===== config.mk =====
export PLATFORM = sky130hd
export DESIGN_NAME = record_key_exchange_sorter_unit
export DESIGN_NICKNAME = d
export VERILOG_FILES = /design/src/rkes_pkg.sv /design/src/rkes_ram.sv /design/src/rkes_dp.sv /design/src/rkes_ctrl.sv /design/src/record_key_exchange_sorter_unit.sv
export SDC_FILE = /design/constraint.sdc
export NUM_CORES = 2
export LEC_CHECK = 0
export BUFFER_PORTS_ARGS = -buffer_cell sky130_fd_sc_hd__buf_2
export CORE_ASPECT_RATIO = 1.5
export CORE_MARGIN = 2
export CORE_UTILIZATION = 40
export DETAILED_ROUTE_END_ITERATION = 10
export PLACE_DENSITY_LB_ADDON = 0.08
export SETUP_SLACK_MARGIN = 0.2
export SYNTH_ARGS = -nofsm -noshare
export SYNTH_HDL_FRONTEND = slang
export SYNTH_SLANG_ARGS = --single-unit
export TNS_END_PERCENT = 10

===== constraint.sdc =====
create_clock -name clk -period 10.4 [get_ports clk]
set_input_delay 0.52 -clock clk [delete_from_list [all_inputs] [get_ports clk]]
set_output_delay 0.52 -clock clk [all_outputs]
set_load 0.02 [all_outputs]

===== src/rkes_pkg.sv =====
// Shared types and constants for the record key exchange sorter.
// Used by the controller, the datapath and the top level; depends on nothing.
package rkes_pkg;

	localparam int KEY_W = 32;
	localparam int TAG_W = 6;
	localparam int REC_W = KEY_W + TAG_W;
	localparam int MAX_ITEMS_DEF = 64;

	typedef enum logic [2:0] {
		S_LOAD,
		S_FETCH,
		S_SCAN,
		S_STORE,
		S_EMIT
	} state_t;

	// Commands from the controller to the datapath.
	typedef struct packed {
		logic wr_en;    // write the record RAM
		logic wr_load;  // write data is the incoming record, else the held record
		logic load_cur; // read data of this cycle becomes the held record
		logic cmp;      // read data of this cycle is compared against the held record
		logic emit;     // read data of this cycle is a result
		logic last;     // that result closes the run
		logic ovf;      // records were dropped during loading
	} cmd_t;

endpackage


===== src/rkes_ram.sv =====
// Generic single-write, single-read RAM with registered read data.
// Self-contained; instantiated by the sorter datapath.
module rkes_ram #(
	parameter int WIDTH = 8,
	parameter int DEPTH = 64,
	localparam int AW = $clog2(DEPTH)
) (
	input  logic             clk,
	input  logic             we,
	input  logic [AW-1:0]    waddr,
	input  logic [WIDTH-1:0] wdata,
	input  logic [AW-1:0]    raddr,
	output logic [WIDTH-1:0] rdata
);

	logic [WIDTH-1:0] mem [DEPTH];

	always_ff @(posedge clk) begin
		if (we) begin
			mem[waddr] <= wdata;
		end
		rdata <= mem[raddr];
	end

endmodule


===== src/rkes_dp.sv =====
// Sorter datapath: record RAM, held record, key comparator, result registers.
// Depends on rkes_pkg and rkes_ram; driven by rkes_ctrl.
module rkes_dp #(
	parameter int MAX_ITEMS = rkes_pkg::MAX_ITEMS_DEF,
	localparam int AW = $clog2(MAX_ITEMS)
) (
	input  logic                             clk,
	input  logic                             arst_n,
	input  logic                             cfg_we,
	input  logic                             cfg_desc,
	input  logic signed [rkes_pkg::KEY_W-1:0] key,
	input  logic        [rkes_pkg::TAG_W-1:0] tag,
	input  logic        [AW-1:0]             rd_addr,
	input  logic        [AW-1:0]             wr_addr,
	input  rkes_pkg::cmd_t                   cmd,
	output logic                             swap,
	output logic                             result_valid,
	output logic signed [rkes_pkg::KEY_W-1:0] sorted_key,
	output logic        [rkes_pkg::TAG_W-1:0] sorted_tag,
	output logic                             last_out,
	output logic                             overflowed
);

	logic                              desc_q;
	logic        [rkes_pkg::REC_W-1:0] cur_q;
	logic        [rkes_pkg::REC_W-1:0] wdata;
	logic        [rkes_pkg::REC_W-1:0] rdata;
	logic signed [rkes_pkg::KEY_W-1:0] cur_key;
	logic signed [rkes_pkg::KEY_W-1:0] rd_key;
	logic                              strobe_q;
	logic signed [rkes_pkg::KEY_W-1:0] key_q;
	logic        [rkes_pkg::TAG_W-1:0] tag_q;
	logic                              last_q;
	logic                              ovf_q;

	rkes_ram #(
		.WIDTH(rkes_pkg::REC_W),
		.DEPTH(MAX_ITEMS)
	) u_ram (
		.clk  (clk),
		.we   (cmd.wr_en),
		.waddr(wr_addr),
		.wdata(wdata),
		.raddr(rd_addr),
		.rdata(rdata)
	);

	assign wdata   = cmd.wr_load ? {key, tag} : cur_q;
	assign cur_key = cur_q[rkes_pkg::REC_W-1:rkes_pkg::TAG_W];
	assign rd_key  = rdata[rkes_pkg::REC_W-1:rkes_pkg::TAG_W];

	// In descending mode the xor also swaps equal keys.
	assign swap = cmd.cmp & ((cur_key > rd_key) ^ desc_q);

	always_ff @(posedge clk or negedge arst_n) begin
		if (!arst_n) begin
			desc_q   <= 1'b0;
			strobe_q <= 1'b0;
		end else begin
			if (cfg_we) begin
				desc_q <= cfg_desc;
			end
			strobe_q <= cmd.emit;
		end
	end

	always_ff @(posedge clk) begin
		if (cmd.load_cur || swap) begin
			cur_q <= rdata;
		end
		if (cmd.emit) begin
			key_q  <= rd_key;
			tag_q  <= rdata[rkes_pkg::TAG_W-1:0];
			last_q <= cmd.last;
			ovf_q  <= cmd.ovf;
		end
	end

	assign result_valid = strobe_q;
	assign sorted_key   = key_q;
	assign sorted_tag   = tag_q;
	assign last_out     = last_q;
	assign overflowed   = ovf_q;

endmodule


===== src/rkes_ctrl.sv =====
// Sorter controller: load, exchange-sort scan and emit sequencing.
// Depends on rkes_pkg; drives rkes_dp through addresses and a command struct.
module rkes_ctrl #(
	parameter int MAX_ITEMS = rkes_pkg::MAX_ITEMS_DEF,
	localparam int AW = $clog2(MAX_ITEMS),
	localparam int CW = $clog2(MAX_ITEMS + 1)
) (
	input  logic           clk,
	input  logic           arst_n,
	input  logic           start,
	input  logic           last,
	input  logic           swap,
	output logic           busy,
	output logic [AW-1:0]  rd_addr,
	output logic [AW-1:0]  wr_addr,
	output rkes_pkg::cmd_t cmd
);

	rkes_pkg::state_t state_q, state_d;
	logic [CW-1:0] count_q, count_d;
	logic [CW-1:0] n_q, n_d;
	logic [CW-1:0] i_q, i_d;
	logic [CW-1:0] j_q, j_d;
	logic          ovf_q, ovf_d;
	logic          fetch_s1, fetch_d;
	logic          chk_s1, chk_d;
	logic [AW-1:0] jaddr_s1, jaddr_d;
	logic          emit_s1, emit_d;
	logic          elast_s1, elast_d;

	always_ff @(posedge clk or negedge arst_n) begin
		if (!arst_n) begin
			state_q  <= rkes_pkg::S_LOAD;
			count_q  <= '0;
			n_q      <= '0;
			i_q      <= '0;
			j_q      <= '0;
			ovf_q    <= 1'b0;
			fetch_s1 <= 1'b0;
			chk_s1   <= 1'b0;
			jaddr_s1 <= '0;
			emit_s1  <= 1'b0;
			elast_s1 <= 1'b0;
		end else begin
			state_q  <= state_d;
			count_q  <= count_d;
			n_q      <= n_d;
			i_q      <= i_d;
			j_q      <= j_d;
			ovf_q    <= ovf_d;
			fetch_s1 <= fetch_d;
			chk_s1   <= chk_d;
			jaddr_s1 <= jaddr_d;
			emit_s1  <= emit_d;
			elast_s1 <= elast_d;
		end
	end

	always_comb begin
		state_d = state_q;
		count_d = count_q;
		n_d     = n_q;
		i_d     = i_q;
		j_d     = j_q;
		ovf_d   = ovf_q;
		fetch_d = 1'b0;
		chk_d   = 1'b0;
		jaddr_d = jaddr_s1;
		emit_d  = 1'b0;
		elast_d = 1'b0;
		rd_addr = j_q[AW-1:0];
		wr_addr = count_q[AW-1:0];
		cmd          = '0;
		cmd.load_cur = fetch_s1;
		cmd.cmp      = chk_s1;
		cmd.emit     = emit_s1;
		cmd.last     = elast_s1;
		cmd.ovf      = ovf_q;
		busy = (state_q != rkes_pkg::S_LOAD);

		unique case (state_q)
			rkes_pkg::S_LOAD: begin
				cmd.wr_load = 1'b1;
				if (start) begin
					if (count_q < CW'(MAX_ITEMS)) begin
						cmd.wr_en = 1'b1;
						count_d   = count_q + CW'(1);
					end else begin
						ovf_d = 1'b1;
					end
					if (last) begin
						n_d = count_d;
						i_d = '0;
						j_d = '0;
						state_d = (count_d < CW'(2)) ? rkes_pkg::S_EMIT : rkes_pkg::S_FETCH;
					end
				end
			end
			rkes_pkg::S_FETCH: begin
				rd_addr = i_q[AW-1:0];
				fetch_d = 1'b1;
				j_d     = i_q + CW'(1);
				state_d = rkes_pkg::S_SCAN;
			end
			rkes_pkg::S_SCAN: begin
				// A swap writes the held record back to the slot read in the previous cycle.
				if (chk_s1) begin
					wr_addr   = jaddr_s1;
					cmd.wr_en = swap;
				end
				if (j_q < n_q) begin
					rd_addr = j_q[AW-1:0];
					chk_d   = 1'b1;
					jaddr_d = j_q[AW-1:0];
					j_d     = j_q + CW'(1);
				end else if (!chk_s1) begin
					state_d = rkes_pkg::S_STORE;
				end
			end
			rkes_pkg::S_STORE: begin
				wr_addr   = i_q[AW-1:0];
				cmd.wr_en = 1'b1;
				i_d       = i_q + CW'(1);
				if ((CW+1)'(i_q) + (CW+1)'(2) < (CW+1)'(n_q)) begin
					state_d = rkes_pkg::S_FETCH;
				end else begin
					j_d     = '0;
					state_d = rkes_pkg::S_EMIT;
				end
			end
			rkes_pkg::S_EMIT: begin
				if (j_q < n_q) begin
					rd_addr = j_q[AW-1:0];
					emit_d  = 1'b1;
					elast_d = ((CW+1)'(j_q) + (CW+1)'(1) == (CW+1)'(n_q));
					j_d     = j_q + CW'(1);
				end else begin
					count_d = '0;
					ovf_d   = 1'b0;
					state_d = rkes_pkg::S_LOAD;
				end
			end
			default: begin
				state_d = rkes_pkg::S_LOAD;
			end
		endcase
	end

endmodule


===== src/record_key_exchange_sorter_unit.sv =====
// Top level of the record key exchange sorter.
// Depends on rkes_pkg, rkes_ctrl, rkes_dp (and through it rkes_ram).
//
// Usage: records (key, tag, last) are taken at a clock edge where start is
// high and busy is low, one per cycle while loading. Up to MAX_ITEMS records
// are kept; later ones are dropped and the run is flagged as overflowed.
// A record with last set (kept or dropped) closes the set: busy rises and the
// stored records are sorted by signed key, ascending, or descending when the
// descending register is set (written through cfg_valid/cfg_ready/cfg_data,
// always ready; the user must write it only while the block is idle, which
// the block itself does not enforce). Sorting holds one record in a register
// and scans the later slots through the single read port of the record RAM,
// one compare-and-swap per cycle. The results then follow, one per cycle,
// each on result_valid for exactly one cycle, with last_out on the final
// one; busy falls as the final beat is produced. The receiver cannot stall
// the results. Reset (arst_n low) empties the set, clears the overflow flag
// and selects ascending order; the RAM contents are not cleared.
module record_key_exchange_sorter_unit #(
	parameter int MAX_ITEMS = rkes_pkg::MAX_ITEMS_DEF,
	localparam int AW = $clog2(MAX_ITEMS)
) (
	input  logic                              clk,
	input  logic                              arst_n,
	input  logic                              start,
	output logic                              busy,
	input  logic signed [rkes_pkg::KEY_W-1:0] key,
	input  logic        [rkes_pkg::TAG_W-1:0] tag,
	input  logic                              last,
	input  logic                              cfg_valid,
	output logic                              cfg_ready,
	input  logic                              cfg_data,
	output logic                              result_valid,
	output logic signed [rkes_pkg::KEY_W-1:0] sorted_key,
	output logic        [rkes_pkg::TAG_W-1:0] sorted_tag,
	output logic                              last_out,
	output logic                              overflowed
);

	logic           swap;
	logic [AW-1:0]  rd_addr;
	logic [AW-1:0]  wr_addr;
	rkes_pkg::cmd_t cmd;

	assign cfg_ready = 1'b1;

	rkes_ctrl #(
		.MAX_ITEMS(MAX_ITEMS)
	) u_ctrl (
		.clk    (clk),
		.arst_n (arst_n),
		.start  (start),
		.last   (last),
		.swap   (swap),
		.busy   (busy),
		.rd_addr(rd_addr),
		.wr_addr(wr_addr),
		.cmd    (cmd)
	);

	rkes_dp #(
		.MAX_ITEMS(MAX_ITEMS)
	) u_dp (
		.clk         (clk),
		.arst_n      (arst_n),
		.cfg_we      (cfg_valid & cfg_ready),
		.cfg_desc    (cfg_data),
		.key         (key),
		.tag         (tag),
		.rd_addr     (rd_addr),
		.wr_addr     (wr_addr),
		.cmd         (cmd),
		.swap        (swap),
		.result_valid(result_valid),
		.sorted_key  (sorted_key),
		.sorted_tag  (sorted_tag),
		.last_out    (last_out),
		.overflowed  (overflowed)
	);

	// A closing record always starts a sort or an emit pass.
	a_last_starts_run: assert property (@(posedge clk) disable iff (!arst_n)
		start && !busy && last |=> busy)
		else $error("closing record did not start a run");

	// Results only come out of a run that was in progress in the previous cycle.
	a_result_in_run: assert property (@(posedge clk) disable iff (!arst_n)
		result_valid |-> $past(busy))
		else $error("result beat outside a run");

	// A final result beat is never followed directly by another final beat.
	a_last_on_beat: assert property (@(posedge clk) disable iff (!arst_n)
		result_valid && last_out |=> !(result_valid && last_out))
		else $error("two final beats in a row");

	// A swap is only raised during a compare step.
	a_swap_on_cmp: assert property (@(posedge clk) disable iff (!arst_n)
		swap |-> cmd.cmp && busy)
		else $error("swap outside a compare step");

endmodule

==> reports/qor.csv <==
metric,value,unit
rd_place_congestion,0.819,
worst_setup_path_startpoint,u_ctrl.state_q[0]$_DFFE_PN0P_,
multi_input_area,22200,um^2
end_kind,flip-flop,
clockBufferDepth,4,
final_skew,0.0942,ns
detailed_place_hpwl,191000,um
routedLengthMet1,133000,um
grt_pass1_wl,460000,um
initial_core_util,40.2,%
route.antenna.remaining_nets,0,
postLayoutCellArea,114000,um^2
yosysWarningCount,0,
timing.critical_path.from_type,flip-flop,
min_path_type,in2reg,
status,finished clean,
slew_headroom,12.3,%
routedWlPerCell,35.5,um
layout.nets,6028,
synth_cell_types,78,
drt_drc_violations_left,0,
fp-row-count,225,
cts_resized,0,
postSynth.asyncResetShare,1.70,%
avgViaCountPerCell,5.92,
grt.overflow.total,0,
crit_fanout,53,
report.final.setup_viol,0,
post-synth-top-area-cell,sky130_fd_sc_hd__edfxtp_1,
power_density,306,nW/um^2
min_period_over_period,55.3,%
filler_cell_count_in_the_final_layout,21500,
clockRootBuffer,sky130_fd_sc_hd__clkbuf_16,
tritoncts,done,
maxCapViolCount,0,
routed-wl-met2,172000,um
sequential_standard_cell_area,77200,um^2
placed_cells_incl_taps,8977,
area_growth,12.8,%
synthesis.nets,5841,
synth.ff_latch_count,2592,
post-route-min-period,5.75,ns
number_of_synthesized_flops_with_an_enable_pin,2510,
route.vias.total,55800,
synth_flop_cell,sky130_fd_sc_hd__edfxtp_1,
met3_length,20000,um
finalHoldViolations,0,
placedInstanceArea,106000,um^2
max_freq,174,MHz
reg2reg_from,u_ctrl.state_q[0]$_DFFE_PN0P_,
io_buffers,85,
worst-slew-pin-transition,1.32,ns
reg2regPathDepth,10,
synth_area_per_cell,17.5,um^2
worst_ir_drop_vdd,349,uV
post_synthesis_cells,5748,
timing.setup.critical_path_class,reg2reg,
beginning_of_the_worst_hold_path,start,
cts.repair_timing.setup_buffer_count,0,
ys_top_cells_by_area,"sky130_fd_sc_hd__edfxtp_1, sky130_fd_sc_hd__mux4_2, sky130_fd_sc_hd__nand2_1",
die_h,619,um
worst_hold_path.num_cells,4,
die_width,414,um
finalSetupTns,0,ns
die-area,256000,um^2
clkLatencyLatePin,0.92,ns
synth-seq-area-share,76.7,%
ctsHtreeMaxLevel,4,
report.final.slew_viol_count,0,
global_route.usage.total,26.0,%
post-synth-top-area-fraction,74.8,%
coreArea,250000,um^2
post_synth_instance_area,101000,um^2
worst-endpoint-arrival,6.39,ns
stdcell_count,9427,
grt_antenna_before_repair,17,
cts_num_sinks,2592,
first_global_vias,55400,
largest_net_degree_at_the_start_of_global_routing,111,
layout-drive-gt1-share,18.4,%
drt-initial-drc-count,6214,
floorplan.io_pins,87,
route.top_layer_used,met5,
numCtsBuffers,244,
firstDrtPassIters,6,
p_leak,36.5,nW
cts.clk_slew.worst_paths,0.07,ns
setup_repair_after_global_routing_missed_its_margin,no,
timing.critical_path.required,11.04,ns
routed_wirelength,335000,um
placed cells by master, fill, tap and decap left out, types with 74 or more instances in the layout:
cell	n
sky130_fd_sc_hd__buf_4	170
sky130_fd_sc_hd__clkbuf_16	244
sky130_fd_sc_hd__edfxtp_1	2510
sky130_fd_sc_hd__nor2_4	74
sky130_fd_sc_hd__a21oi_1	204
sky130_fd_sc_hd__mux2i_1	92
sky130_fd_sc_hd__nand3_1	353
sky130_fd_sc_hd__nand2_1	871
sky130_fd_sc_hd__a221oi_1	87
sky130_fd_sc_hd__mux4_2	342
sky130_fd_sc_hd__buf_2	85
cell families (layout without fill, tap and decap cells):
kind of cell / after synthesis / count (layout) / synth area share, %
adders and majority gates: 49 / 49 / 0.609
and+or+nand+nor: 1521 / 1521 / 6.57
DFF: 2592 / 2592 / 76.7
xor gates and xnor gates: 25 / 25 / 0.217
muxes: 486 / 486 / 9.16
other: 1 / 4 / 0.00372
AOI/OAI and AO/OA: 697 / 697 / 4.80
buffers and inverters: 377 / 762 / 1.95
registers in the layout (all words and copies together), names as in the netlist, 3 cells and up:
register / count
u_dp.cur_q: 38
u_dp.u_ram.mem: 2432
u_dp.sorted_key: 32
u_dp.u_ram.rdata: 38
u_ctrl.i_q: 7
u_ctrl.count_q: 7
u_dp.sorted_tag: 6
u_ctrl.j_q: 7
u_ctrl.state_q: 3
u_ctrl.jaddr_s1: 6
u_ctrl.n_q: 7
cells in the mapped netlist, types with 38 or more instances:
| cell | instances |
|---|---|
| sky130_fd_sc_hd__edfxtp_1 | 2510 |
| sky130_fd_sc_hd__nand2_1 | 876 |
| sky130_fd_sc_hd__nand3_1 | 353 |
| sky130_fd_sc_hd__mux4_2 | 342 |
| sky130_fd_sc_hd__a21oi_1 | 204 |
| sky130_fd_sc_hd__nor2_1 | 133 |
| sky130_fd_sc_hd__clkbuf_1 | 128 |
| sky130_fd_sc_hd__buf_2 | 103 |
| sky130_fd_sc_hd__mux2i_1 | 93 |
| sky130_fd_sc_hd__a221oi_1 | 87 |
| sky130_fd_sc_hd__a22oi_1 | 63 |
| sky130_fd_sc_hd__a31oi_1 | 63 |
| sky130_fd_sc_hd__o21ai_0 | 61 |
| sky130_fd_sc_hd__nand4_1 | 55 |
| sky130_fd_sc_hd__ha_1 | 49 |
| sky130_fd_sc_hd__mux2_2 | 48 |
| sky130_fd_sc_hd__inv_1 | 47 |
| sky130_fd_sc_hd__o2111ai_1 | 45 |
| sky130_fd_sc_hd__dfrtp_1 | 44 |
| sky130_fd_sc_hd__dfxtp_1 | 38 |
worst max-delay path, cell delays in order (launching register included):
cell,delay (ns)
sky130_fd_sc_hd__dfrtp_1,0.75
sky130_fd_sc_hd__or3b_1,0.40
sky130_fd_sc_hd__buf_4,0.23
sky130_fd_sc_hd__mux2_8,0.60
sky130_fd_sc_hd__buf_4,0.89
sky130_fd_sc_hd__buf_4,0.64
sky130_fd_sc_hd__mux4_2,0.40
sky130_fd_sc_hd__a22oi_1,0.24
sky130_fd_sc_hd__nand3_1,0.10
sky130_fd_sc_hd__a211oi_1,0.71
sky130_fd_sc_hd__nand4_1,0.44
layer usage:
| metal | track usage (%) | up-vias |
|---|---|---|
| li1 | - | 23100 |
| met1 | 34.0 | 30100 |
| met2 | 45.3 | 2144 |
| met3 | 3.52 | 463 |
| met4 | 6.68 | 8 |
| met5 | 0 | - |
timing repair:
item | in CTS | in global routing
hold buffers | 3 | 0
setup endpoints to repair | 0 | 0
hold endpoints to repair | 45 | 0
area by class of cell:
type	instances	share of cell area, %
multi-input cells	2779	19.5
flip-flops and latches	2592	68.0
well taps	3291	3.62
diodes	3	0.00661
repair buffers	270	1.74
clock inverters	155	1.37
inverters	48	0.161
clock buffers	289	5.58
metrics by stage:
stage               utilization, %  power, W  hold slack, ns  setup WS (ns)
floorplan                        -    0.0213           0.224           5.80
global placement              42.2    0.0260           0.420           4.39
detailed placement            42.2    0.0260           0.426           4.42
CTS                           45.4    0.0350           0.148           4.46
global route                  45.4    0.0360           0.211           4.49
finish                        45.4    0.0347           0.210           4.65
path summary, 6_finish.rpt:
check / endpoint / slack [ns]
max: u_dp.u_ram.rdata[19]$_DFF_P_ / 4.65
min: u_ctrl.ovf_q$_DFFE_PN0P_ / 0.21
max reg2reg: u_dp.u_ram.rdata[19]$_DFF_P_ / 4.65
min reg2reg: u_dp.last_out$_DFFE_PP_ / 0.43
max in group asynchronous: u_ctrl.emit_s1$_DFF_PN0_ / 9.49
min in group asynchronous: u_dp.result_valid$_DFF_PN0_ / 0.31
where the power goes:
| group | internal [W] | leakage (nW) | switching, W |
|---|---|---|---|
| clock network | 0.00509 | 3.88 | 0.00397 |
| logic | 0.00304 | 9.11 | 0.00808 |
| registers | 0.0142 | 23.5 | 0.000359 |
| total | 0.0223 | 36.5 | 0.0124 |
Power figures use the tool's default switching activity.
